$ cat src/design/text_console_writer_assert.svh
// ---------------------------------------------------------------------------
// text_console_writer assertion macros
// Shared concurrent assertion forms for the console controller and datapath.
// ---------------------------------------------------------------------------
`ifndef TEXT_CONSOLE_WRITER_ASSERT_SVH
`define TEXT_CONSOLE_WRITER_ASSERT_SVH

// Same-cycle implication.
`define TCW_ASSERT_IMPL(label, clk, rst, ante, cons, msg) \
  label: assert property (@(posedge clk) disable iff (rst) (ante) |-> (cons)) \
    else $error(msg);

// Next-cycle implication.
`define TCW_ASSERT_NEXT(label, clk, rst, ante, cons, msg) \
  label: assert property (@(posedge clk) disable iff (rst) (ante) |=> (cons)) \
    else $error(msg);

`endif

$ cat src/design/tcw_pkg.sv
// ---------------------------------------------------------------------------
// tcw_pkg
// Constants, operation codes and control types of the text console writer.
// ---------------------------------------------------------------------------
package tcw_pkg;

  localparam int COLUMNS_DEFAULT = 80;
  localparam int ROWS_DEFAULT    = 25;

  // Operation codes carried in s_tuser
  localparam int          FUNC_W      = 2;
  localparam logic [1:0]  FUNC_APPEND = 2'd0;
  localparam logic [1:0]  FUNC_CLEAR  = 2'd1;
  localparam logic [1:0]  FUNC_READ   = 2'd2;

  localparam logic [7:0]  NEWLINE_CODE = 8'd10;
  localparam logic [7:0]  BLANK_CHAR   = 8'h00;
  localparam logic [7:0]  BLANK_ATTR   = 8'h07;
  localparam int          CELL_W       = 16;
  localparam logic [15:0] BLANK_CELL   = {BLANK_ATTR, BLANK_CHAR};

  localparam int INDEX_W     = 11;
  localparam int OUT_ROW_W   = 5;
  localparam int OUT_COL_W   = 7;
  localparam int IN_TDATA_W  = 32;
  localparam int OUT_TDATA_W = 32;

  typedef struct packed {
    logic start;     // item transfer: execute the operation
    logic step;      // advance the cell sweep by one
    logic load_out;  // capture the result into the output register
  } tcw_cmd_t;

  typedef struct packed {
    logic pend;        // sweep write still in flight
    logic sweep_req;   // accepted item needs a clear or scroll sweep
    logic sweep_last;  // sweep is on its last cell
  } tcw_sts_t;

endpackage

$ cat src/design/tcw_ctrl.sv
// ---------------------------------------------------------------------------
// tcw_ctrl
// Controller: sequences item execution, cell sweeps and result hand-off.
// ---------------------------------------------------------------------------
`include "text_console_writer_assert.svh"

module tcw_ctrl (
  input  logic              clk,
  input  logic              rst,
  input  logic              s_tvalid,
  output logic              s_tready,
  output logic              m_tvalid,
  input  logic              m_tready,
  output tcw_pkg::tcw_cmd_t cmd,
  input  tcw_pkg::tcw_sts_t sts
);

  typedef enum logic [1:0] {
    ST_INIT,
    ST_IDLE,
    ST_SWEEP,
    ST_DONE
  } state_t;

  state_t state;

  assign s_tready = (state == ST_IDLE) && !sts.pend;

  always_comb begin
    cmd.start    = s_tvalid && s_tready;
    cmd.step     = (state == ST_INIT) || (state == ST_SWEEP);
    cmd.load_out = (state == ST_DONE) && (!m_tvalid || m_tready);
  end

  always_ff @(posedge clk) begin
    if (rst) begin
      state    <= ST_INIT;
      m_tvalid <= 1'b0;
    end else begin
      unique case (state)
        ST_INIT: begin
          if (sts.sweep_last) begin
            state <= ST_IDLE;
          end
        end
        ST_IDLE: begin
          if (cmd.start) begin
            state <= sts.sweep_req ? ST_SWEEP : ST_DONE;
          end
        end
        ST_SWEEP: begin
          if (sts.sweep_last) begin
            state <= ST_DONE;
          end
        end
        ST_DONE: begin
          if (cmd.load_out) begin
            state <= ST_IDLE;
          end
        end
        default: state <= ST_INIT;
      endcase

      if (cmd.load_out) begin
        m_tvalid <= 1'b1;
      end else if (m_tready) begin
        m_tvalid <= 1'b0;
      end
    end
  end

  `TCW_ASSERT_IMPL(a_load_slot_free, clk, rst, cmd.load_out, !m_tvalid || m_tready,
                   "result overwritten")
  `TCW_ASSERT_NEXT(a_one_item_at_once, clk, rst, s_tvalid && s_tready, !s_tready,
                   "second item taken")

endmodule

$ cat config.mk
export PLATFORM = sky130hd
export DESIGN_NAME = tcw_ctrl
export DESIGN_NICKNAME = d
export VERILOG_FILES = /design/src/design/tcw_pkg.sv /design/src/design/tcw_ctrl.sv
export VERILOG_INCLUDE_DIRS = /design/src /design/src/design
export SDC_FILE = /design/constraint.sdc
export NUM_CORES = 1
export LEC_CHECK = 0
export ABC_AREA = 1
export BUFFER_PORTS_ARGS = -buffer_cell sky130_fd_sc_hd__buf_2
export CAP_MARGIN = 25
export CORE_AREA = 4 4 41 43
export DETAILED_ROUTE_END_ITERATION = 6
export DIE_AREA = 0 0 45 47
export MAX_ROUTING_LAYER = met4
export PLACE_DENSITY = 0.44
export SYNTH_ARGS = -nofsm -noshare
export SYNTH_HDL_FRONTEND = slang
export SYNTH_SLANG_ARGS = --single-unit
$ cat constraint.sdc
create_clock -name clk -period 1.2 [get_ports clk]
set_input_delay 0.24 -clock clk [delete_from_list [all_inputs] [get_ports clk]]
set_output_delay 0.24 -clock clk [all_outputs]
set_load 0.02 [all_outputs]
Word level (Yosys, flattened, before mapping)

Index checks and enable logic that the tools add are counted.

Bits of input ports: 7
Register bits after elaboration: 3

Mux-type cells: 8
Reductions and logical operators: 10
Eq/ne operators: 7

Operators by type and width:

| operator                                      | number |
|---|---|
| two-way mux 2 bit                             | 4 |
| != test 2 bit, second input constant          | 4 |
| case mux 2 bit (4 select lines)               | 1 |
| == test 2 bit, second input constant          | 2 |
| AND reduction 4 bit                           | 1 |
| logical AND 1 bit                             | 3 |
| two-way mux 1 bit                             | 3 |
| == test 2 x 1 -> 1 bit, second input constant | 1 |
| zero test 1 bit                               | 2 |
| zero test 2 bit                               | 1 |
| logical OR 1 bit                              | 2 |
| nonzero test 2 bit                            | 1 |

Depth between registers and ports, before layout

Gate-level depths: netlist (run 1).

Depth in word-level cells: 5
Mapped depth: 8
Gate-level depth less buffers: 8

Worst setup path before layout (run 1)

OpenSTA, ideal clock, no wires.

Kind: register to output
Start point: register state[1]
End point: output port cmd[2] (netlist bit)
Stages on the path, launching flop included: 5
Setup slack: -151 ps
Data arrival time: 1111 ps
Cells stage by stage: dfxtp_1 inv_1 ha_1 inv_2 nor3_1

RTL lines:

| element                | line           | source |
|---|---|---|
| from (decl)            | tcw_ctrl.sv:25 | `state_t state;` |
| from (signal assigned) | tcw_ctrl.sv:48 | `state <= sts.sweep_req ? ST_SWEEP : ST_DONE;` |
| to (decl)              | tcw_ctrl.sv:14 | `output tcw_pkg::tcw_cmd_t cmd,` |

==> qor.yml, run 1 <==
hold_viol_final: 0
grt_max_degree: 5
cp.required_ns: 0.96
cts.sinks: 3
core.rowCount: 13
grt_pass1_wl_mm: 1.014
slew_violations: 0
max_slew_margin_pct: 90.97
fmax_mhz: 708.0
netlist_area_sq_um: 241.5
firstDrtPassIters: 1
core_sq_mm: 0.001301
crit_arrival_ns: 1.17
postRouteAntennaNets: 0
clock_skew_ns: 0.003847
io_buffers: 11
clkLatencyLatePin_ns: 0.23
fin_area_sq_um: 500.5
cp-end-kind: "output port"
slowest_stage: "dfxtp_4"
worstMarginPinSlew_ns: 0.1353
ys_warn_count: 0
grt_overflow_total: 0
cp_num_buf_inv: 2
fp.dieW_um: 45
ioPinCount: 12
cts_tree: "done"
num-fill-cells: 128
crit_family: "flip-flops"
setup_ws_ns: -0.2125
fin_crit_sh_pct: 117.7
whs_ns: 0.1940
yosys.cell_types.count: 13
drv_cap: 0
max_stage_delay_ns: 0.38
grt.total_usage_pct: 7.172
n_antenna_cell: 0
hold_path_class: "primary input to flop"
place_congestion: 0.6359
grt_pass1_vias: 247
die_h_um: 47
ir_drop_mv: 0.7468
drc_errors: 0
area_growth_pct: 107.3
start_util_pct: 18.56
ys_seq_area_share_pct: 24.87
crit_path_cell_trace: "inv_4 > ha_4 > or2_1 > buf_6"
cts_buffer_depth: 2
wl_per_cell_um: 9.192
wl_um: 671
cts_hold_buf: 0
vias: 278
postSynthCellCount: 35
power_density_mw_per_mm2: 2248
path_class: "flop to output port"
dp_slack_ns: -0.05671
rsz0062_at_grt: "yes"
vias_per_cell: 3.808
die_area_sq_mm: 0.002115
hpwl_um: 415.9
drt_iter0_drc: 0
drive_gt1_share_pct: 63.79
htree_num_levels: 1
crit_path_start_kind: "flop"
path_max_fanout: 3
violations: "negative setup slack"
num-nets-final: 70
synth_nets: 46
setup_violations: 6
antenna_found_initial: 0
path_clk_slew_ns: 0.04
dpl_cell_area_sq_um: 335.3
cts_root_buffer: "clkbuf_4"
layout_min_cycle_time_ns: 1.413
power.leakage_nw: 0.2388
ys_ff_latch: 3
status: "finished with violations"
cts_buffers: 3
syn_avg_cell_area_sq_um: 6.899
## repair_timing
action | 4_1_cts | 5_1_grt
resized for setup | 22 | 4
setup endpoints to repair | 4 | 6
pin swaps | 6 | 2
hold endpoints to repair | 0 | 0
buffers inserted | 5 | 1
## Yosys cell counts
cell / count / share of area, %
nor3_1: 1 / 2.1
nand3_1: 1 / 2.1
nor2_1: 7 / 11
or2_1: 1 / 2.6
dfxtp_1: 3 / 25
nand2_1: 6 / 9.3
inv_2: 2 / 3.1
a21oi_1: 2 / 4.1
inv_1: 5 / 7.8
nand3_2: 1 / 4.1
ha_1: 4 / 21
o21bai_2: 1 / 4.7
o21ai_2: 1 / 3.6
## where the power goes
| part | internal (W) | switching, W |
|---|---|---|
| clock | 0.000125 | 0.0000510 |
| combinational | 0.000396 | 0.000350 |
| sequential | 0.000150 | 0.0000532 |
| total | 0.000671 | 0.000454 |
## path summary, 6_finish.rpt
kind / start / endpoint / slack, ns / cells past startpoint
hold reg to reg: m_tvalid / m_tvalid / 0.49 / 2
setup / recovery: state[1] / cmd[1] / -0.21 / 4
setup reg to reg: state[1] / state[1] / -0.06 / 7
hold / removal: rst / m_tvalid / 0.19 / 2
## layout make-up
class,instances,area [sq um],share of cell area [%]
Clock buffer,4,26.28,5.250
Sequential cell,3,67.56,13.50
Multi-Input combinational cell,25,217.7,43.50
Inverter,7,33.78,6.750
Tap cell,15,18.77,3.750
Timing Repair Buffer,19,136.4,27.25
## cells in the final DEF (no fill, tap or decap), drive strengths merged
cell and instances:
buf 19, nor3 1, nand3 2, a21oi 2, nor2 7, or2 1
ha 4, nand2 6, clkbuf 4, inv 7, o21ai 1, dfxtp 3
o21bai 1
## metal layers
layer,GRT usage [%],share of wire [%],up-vias
met5,-,0,-
met4,1.754,0,0
met3,4.598,8.3,0
met2,11.86,49,7
met1,7.029,43,118
li1,-,-,153
## state kept, by name, indices dropped and copies added, names as in the netlist
signal    count
m_tvalid      1
state         2
## logic make-up after synthesis
logic type	count (synthesis)	share of synthesized area [%]
AO/OA/AOI/OAI	4	12.44
adder cells (fa/ha/maj)	4	20.73
buffers and inverters	7	10.88
flip-flops	3	24.87
AND/OR/NAND/NOR	17	31.09
## metrics by stage
| step | TNS [ns] | util (%) | total power [W] | instances |
|---|---|---|---|---|
| after global placement | -0.09310 | 25.77 | 0.0006133 | 63 |
| after global routing | -1.073 | 38.46 | 0.001219 | 73 |
| after CTS | -0.7194 | 36.83 | 0.001070 | 72 |
| final | -0.7844 | 38.46 | 0.001125 | 73 |
| after floorplan | 0 | - | 0.0004743 | 35 |
| after detailed placement | -0.08134 | 25.77 | 0.0006053 | 63 |
No activity file was read; power rests on OpenSTA's default activity.
==> inputs of run 2 (changes only) <==
Settings changed: CTS_BUF_LIST set to sky130_fd_sc_hd__clkbuf_8, MAX_ROUTING_LAYER met4 to unset, PLACE_DENSITY 0.44 to 0.39.
==> qor.yml, run 2 (same netlist as run 1, synthesis figures left out) <==
crit_arrival_ns: 1.15  # -0.02 ns
wl_per_cell_um: 9.378  # +2.0%
reg_top3: "state: 2 flops, m_tvalid: 1 flops"
drt_iter0_drc: 2  # +2
fmax_mhz: 719.2  # +1.6%
largest_reg_flops: 2  # unchanged
largest-register: "state"
area_growth_pct: 125.9
finalPower_w: 0.001298  # +15%
fp.dieW_um: 45  # unchanged
tns_ns: -0.5985  # +0.1858 ns
path_max_fanout: 3  # unchanged
whs_ns: 0.1917  # -0.002271 ns
switchingPower_w: 0.0004997  # +10%
cts_root_buffer: "clkbuf_8"
max_slew_margin_pct: 91.14  # +0.17 points
postRouteAntennaNets: 0  # unchanged
hold_path_class: "primary input to flop"
fin_area_sq_um: 545.5  # +9.0%
setup_ws_ns: -0.1903  # +0.02218 ns
drc_errors: 0  # unchanged
firstDrtPassIters: 4  # +3
p_int_w: 0.0007984  # +19%
cts.sinks: 3  # unchanged
slew_violations: 0  # unchanged
hold_depth: 2  # unchanged
cts_buffer_depth: 2  # unchanged
p_seq_share_pct: 16.3  # -1.8 points
vias_per_cell: 3.932  # +3.3%
die_area_sq_mm: 0.002115  # unchanged
core.rowCount: 13  # unchanged
max_stage_delay_ns: 0.39  # about the same
ir_drop_mv: 0.6988  # -6.4%
most-common-layout-cells: "buf_4, buf_2, nand2_1"
io_buffers: 11  # unchanged
cts_hold_buf: 0  # unchanged
path_class: "flop to output port"
cts_buffers: 3  # unchanged
final_common_cell: "buf_4"
num-nets-final: 71  # +1.4%
status: "finished with violations"
slowest_stage: "dfxtp_4"
hold_viol_final: 0  # unchanged
grt_max_degree: 5  # unchanged
cp_num_buf_inv: 2  # unchanged
combPwrFrac_pct: 61.4  # -4.9 points
rsz0062_at_grt: "yes"
swShare_pct: 38.50  # -1.9 points
grt_pass1_wl_mm: 1.124  # +11%
drive_gt1_share_pct: 71.19  # +7.4 points
wl_um: 694  # +3.4%
crit_family: "flip-flops"
layout_min_cycle_time_ns: 1.390  # -0.02218 ns
vias: 291  # +4.7%
cp.required_ns: 0.96  # about the same
place_congestion: 0.6743  # +6.0%
cp-end-kind: "output port"
crit_path_cell_trace: "inv_6 > ha_4 > or2_1 > buf_6"
worstHoldStart: "rst"
violations: "negative setup slack"
die_h_um: 47  # unchanged
clkPwrFrac_pct: 22.3  # +6.7 points
htree_num_levels: 1  # unchanged
worstMarginPinSlew_ns: 0.1327  # -0.002653 ns
rrSetupSlack_ns: 0  # +0.06 ns
grt_overflow_total: 0  # unchanged
cts_tree: "done"
n_antenna_cell: 0  # unchanged
clock_skew_ns: 0.002380  # -0.001466 ns
hold_end: "m_tvalid"
power_density_mw_per_mm2: 2380  # +5.9%
clkLatencyLatePin_ns: 0.22  # about the same
fin_crit_sh_pct: 115.9  # -1.8 points
dpl_cell_area_sq_um: 357.8  # +6.7%
hpwl_um: 458  # +10%
r2r_end: "state[1]"
reg2reg_from: "state[0]"
crit_path_start_kind: "flop"
path_clk_slew_ns: 0.03  # about the same
drv_cap: 0  # unchanged
ioPinCount: 12  # unchanged
grt_pass1_vias: 290  # +17%
r2r_cells: 7  # unchanged
setup_violations: 4  # -2
core_sq_mm: 0.001301  # unchanged
power.leakage_nw: 0.2592  # +8.6%
antenna_found_initial: 0  # unchanged
grt.total_usage_pct: 7.972  # +0.80 points
start_util_pct: 18.56  # unchanged
==> run 2: changes by cell type in the layout (fill, tap and decap cells not counted), sizes merged <==
cell / previous run / this run
buf: 19 / 20
clkbuf: 4 / 3
inv: 7 / 8
==> run 2: repair_timing <==
action                                  4_1_cts  5_1_grt
setup buffers                                 3        1
pin swaps                                     5        2
endpoints found under the hold margin         0        0
endpoints found under the setup margin        5        6
resized for setup                            24        9
==> run 2: area by class of cell <==
class                           instances  area, sq um
Fill cell                             127        755.7
Multi-Input combinational cell         25        226.5
Timing Repair Buffer                   20        151.4
Sequential cell                         3        67.56
Clock buffer                            3        41.29
Inverter                                7        36.28
Tap cell                               15        18.77
Clock inverter                          1        3.754
==> run 2: metal layers <==
metal,global-route usage (%),wire [um],up-vias
met2,13.84,392,6
li1,-,-,159
met3,1.149,14,2
met4,8.772,20,0
met5,0,0,-
met1,7.710,267,124
==> run 2: worst reg2reg max path, cell delays in order, from the launching register on <==
cell and delay (ns):
dfxtp_4 0.35, buf_6 0.12, ha_4 0.16, buf_4 0.13, o21ai_2 0.05, nand3_2 0.12
nor2_1 0.11, nor2_1 0.05
==> run 2: worst max-delay path by stage <==
stage | startpoint | to | slack, ns | depth (start not counted)
6_report | state[1] | cmd[1] | -0.19 | 4
5_1_grt | state[1] | cmd[1] | -0.22 | 4
4_1_cts | state[0] | cmd[0] | -0.19 | 5
3_5_place_dp | state[0] | cmd[1] | -0.07 | 4
3_3_place_gp | state[0] | cmd[1] | -0.09 | 4
2_1_floorplan | state[1] | cmd[2] | 0.02 | 4
==> run 2: through the flow <==
stage                     cells  setup slack [ns]  util (%)
after floorplan              35           0.01556         -
after global placement       66          -0.08923     27.50
after detailed placement     66          -0.06889     27.50
after CTS                    73           -0.1873     38.75
after global routing         74           -0.2192     41.92
final                        74           -0.1903     41.92
==> run 2: power groups by stage <==
stage / Combinational [W] / Clock [W] / Sequential, W
CTS: 0.000726 / 0.000298 / 0.000199
detailed placement: 0.000509 / 0 / 0.000160
global route: 0.000871 / 0.000306 / 0.000221
finish: 0.000797 / 0.000289 / 0.000212
floorplan: 0.000311 / 0 / 0.000163
global placement: 0.000514 / 0 / 0.000163
==> inputs of run 3 (changes only) <==
Settings changed: GPL_TIMING_DRIVEN set to 0, MAX_ROUTING_LAYER set to met4, SETUP_SLACK_MARGIN set to 0.1.
==> qor.yml, run 3 (same netlist as run 1, synthesis figures left out) <==
status: "finished with violations"
violations: "negative setup slack"
grt_pass1_vias: 286  # -1.4%
drt_iter0_drc: 4  # +2
io_buffers: 11  # unchanged
power.leakage_nw: 0.2584  # -0.33%
grt.total_usage_pct: 7.335  # -0.64 points
hold_path_class: "primary input to flop"
combPwrFrac_pct: 63.8  # +2.4 points
grt_pass1_wl_mm: 1.069  # -4.9%
clock_skew_ns: 0.002933  # +0.0005525 ns
max_stage_delay_ns: 0.38  # about the same
cts_buffers: 3  # unchanged
slowest_stage: "dfxtp_4"
fp.dieW_um: 45  # unchanged
clkLatencyLatePin_ns: 0.22  # about the same
crit_path_cell_trace: "inv_6 > ha_4 > or2_4 > buf_6"
worst-path-stages: 4  # unchanged
num-fill-cells: 134  # +5.5%
top_layer: "met4"
start_util_pct: 18.56  # unchanged
path_clk_slew_ns: 0.03  # about the same
worstMarginPinSlew_ns: 0.1577  # +0.02503 ns
ioPinCount: 12  # unchanged
whs_ns: 0.1875  # -0.004190 ns
largest_reg_flops: 2  # unchanged
met2_length_um: 405  # +3.3%
drive_gt1_share_pct: 71.93  # +0.74 points
die_h_um: 47  # unchanged
firstDrtPassIters: 3  # -1
hpwl_um: 436  # -4.8%
largest-register: "state"
regArea_sq_um: 67.56  # unchanged
grt_max_degree: 5  # unchanged
hold_depth: 2  # unchanged
layout_min_cycle_time_ns: 1.391  # +0.0009220 ns
path_class: "flop to output port"
wl_per_cell_um: 9.958  # +6.2%
crit_family: "flip-flops"
cp.required_ns: 0.96  # about the same
drc_errors: 0  # unchanged
power_density_mw_per_mm2: 2471  # +3.8%
n_antenna_cell: 0  # unchanged
clkPwrFrac_pct: 21.2  # -1.1 points
slew_violations: 0  # unchanged
place_congestion: 0.6772  # +0.43%
path_max_fanout: 3  # unchanged
most-common-layout-cells: "buf_6, buf_2, nand2_1"
cts.sinks: 3  # unchanged
crit_arrival_ns: 1.15  # about the same
drv_cap: 0  # unchanged
ir_drop_mv: 0.7094  # +1.5%
p_int_w: 0.0008441  # +5.7%
final_common_cell: "buf_6"
cp-end-kind: "output port"
htree_num_levels: 1  # unchanged
rsz0062_at_grt: "yes"
drt-met1-wl_um: 275  # +3.0%
fmax_mhz: 718.8  # about the same
hold_viol_final: 0  # unchanged
finalPower_w: 0.001373  # +5.8%
setup_violations: 5  # +1
wl_um: 717  # +3.3%
r2r_cells: 9  # +2
reg_top3: "state: 2 flops, m_tvalid: 1 flops"
vias_per_cell: 4.042  # +2.8%
antenna_found_initial: 0  # unchanged
core.rowCount: 13  # unchanged
crit_path_start_kind: "flop"
vias: 291  # unchanged
swShare_pct: 38.51  # about the same
cts_root_buffer: "clkbuf_8"
area_growth_pct: 130.1
p_seq_share_pct: 15.0  # -1.3 points
cts_tree: "done"
die_area_sq_mm: 0.002115  # unchanged
cp_num_buf_inv: 2  # unchanged
max_slew_margin_pct: 89.49  # -1.7 points
wl_met3_um: 21  # +50%
cts_buffer_depth: 2  # unchanged
switchingPower_w: 0.0005286  # +5.8%
core_sq_mm: 0.001301  # unchanged
num-nets-final: 69  # -2.8%
multiInputGateArea_sq_um: 240.2  # +6.1%
setup_ws_ns: -0.1913  # -0.0009220 ns
dp_slack_ns: -0.1121  # -0.04321 ns
fin_crit_sh_pct: 115.9  # about the same
grt_overflow_total: 0  # unchanged
postRouteAntennaNets: 0  # unchanged
[run 3: repair_timing]
| action | CTS | global route |
|---|---|---|
| hold buffers | 0 | 0 |
| gates cloned | 0 | 0 |
| gates resized for setup | 30 | 6 |
| setup buffers | 5 | 3 |
| setup endpoints to repair | 6 | 6 |
| pin swaps | 9 | 8 |
[run 3: final cells by class]
| class | count | share of cell area [%] |
|---|---|---|
| clock buffer | 3 | 7.432 |
| clock inverter | 1 | 0.6757 |
| inverter | 7 | 6.532 |
| multi-input combinational | 25 | 43.24 |
| sequential | 3 | 12.16 |
| tap | 15 | 3.378 |
| timing repair buffer | 18 | 26.58 |
[run 3: power by group through the flow]
stage | clock [W] | combinational, W | sequential (W)
6_report | 0.000291 | 0.000876 | 0.000206
3_3_place_gp | 0 | 0.000451 | 0.000166
4_1_cts | 0.000297 | 0.000765 | 0.000200
3_5_place_dp | 0 | 0.000443 | 0.000166
5_1_grt | 0.000300 | 0.000944 | 0.000216
2_1_floorplan | 0 | 0.000348 | 0.000164
[run 3: per-stage QoR]
step,std cells,utilization [%],setup TNS (ns),instance area [sq um]
6_report,72,42.69,-0.6747,555.5
3_5_place_dp,61,25.77,-0.1806,335.3
2_1_floorplan,35,-,0,261.5
4_1_cts,70,40.10,-0.6260,521.8
3_3_place_gp,61,25.77,-0.2018,335.3
5_1_grt,72,42.69,-0.9062,555.5
[run 3: worst paths after layout]
kind	end	from	slack, ns
max	cmd[1]	state[1]	-0.19
min	m_tvalid	rst	0.19
max reg2reg	state[0]	state[0]	-0.01
min reg2reg	m_tvalid	m_tvalid	0.50
[run 3: routing by layer]
layer | up-vias | track usage (%)
met5 | - | -
met4 | 0 | 5.263
met3 | 2 | 1.149
met2 | 5 | 13.28
met1 | 133 | 7.029
li1 | 151 | -
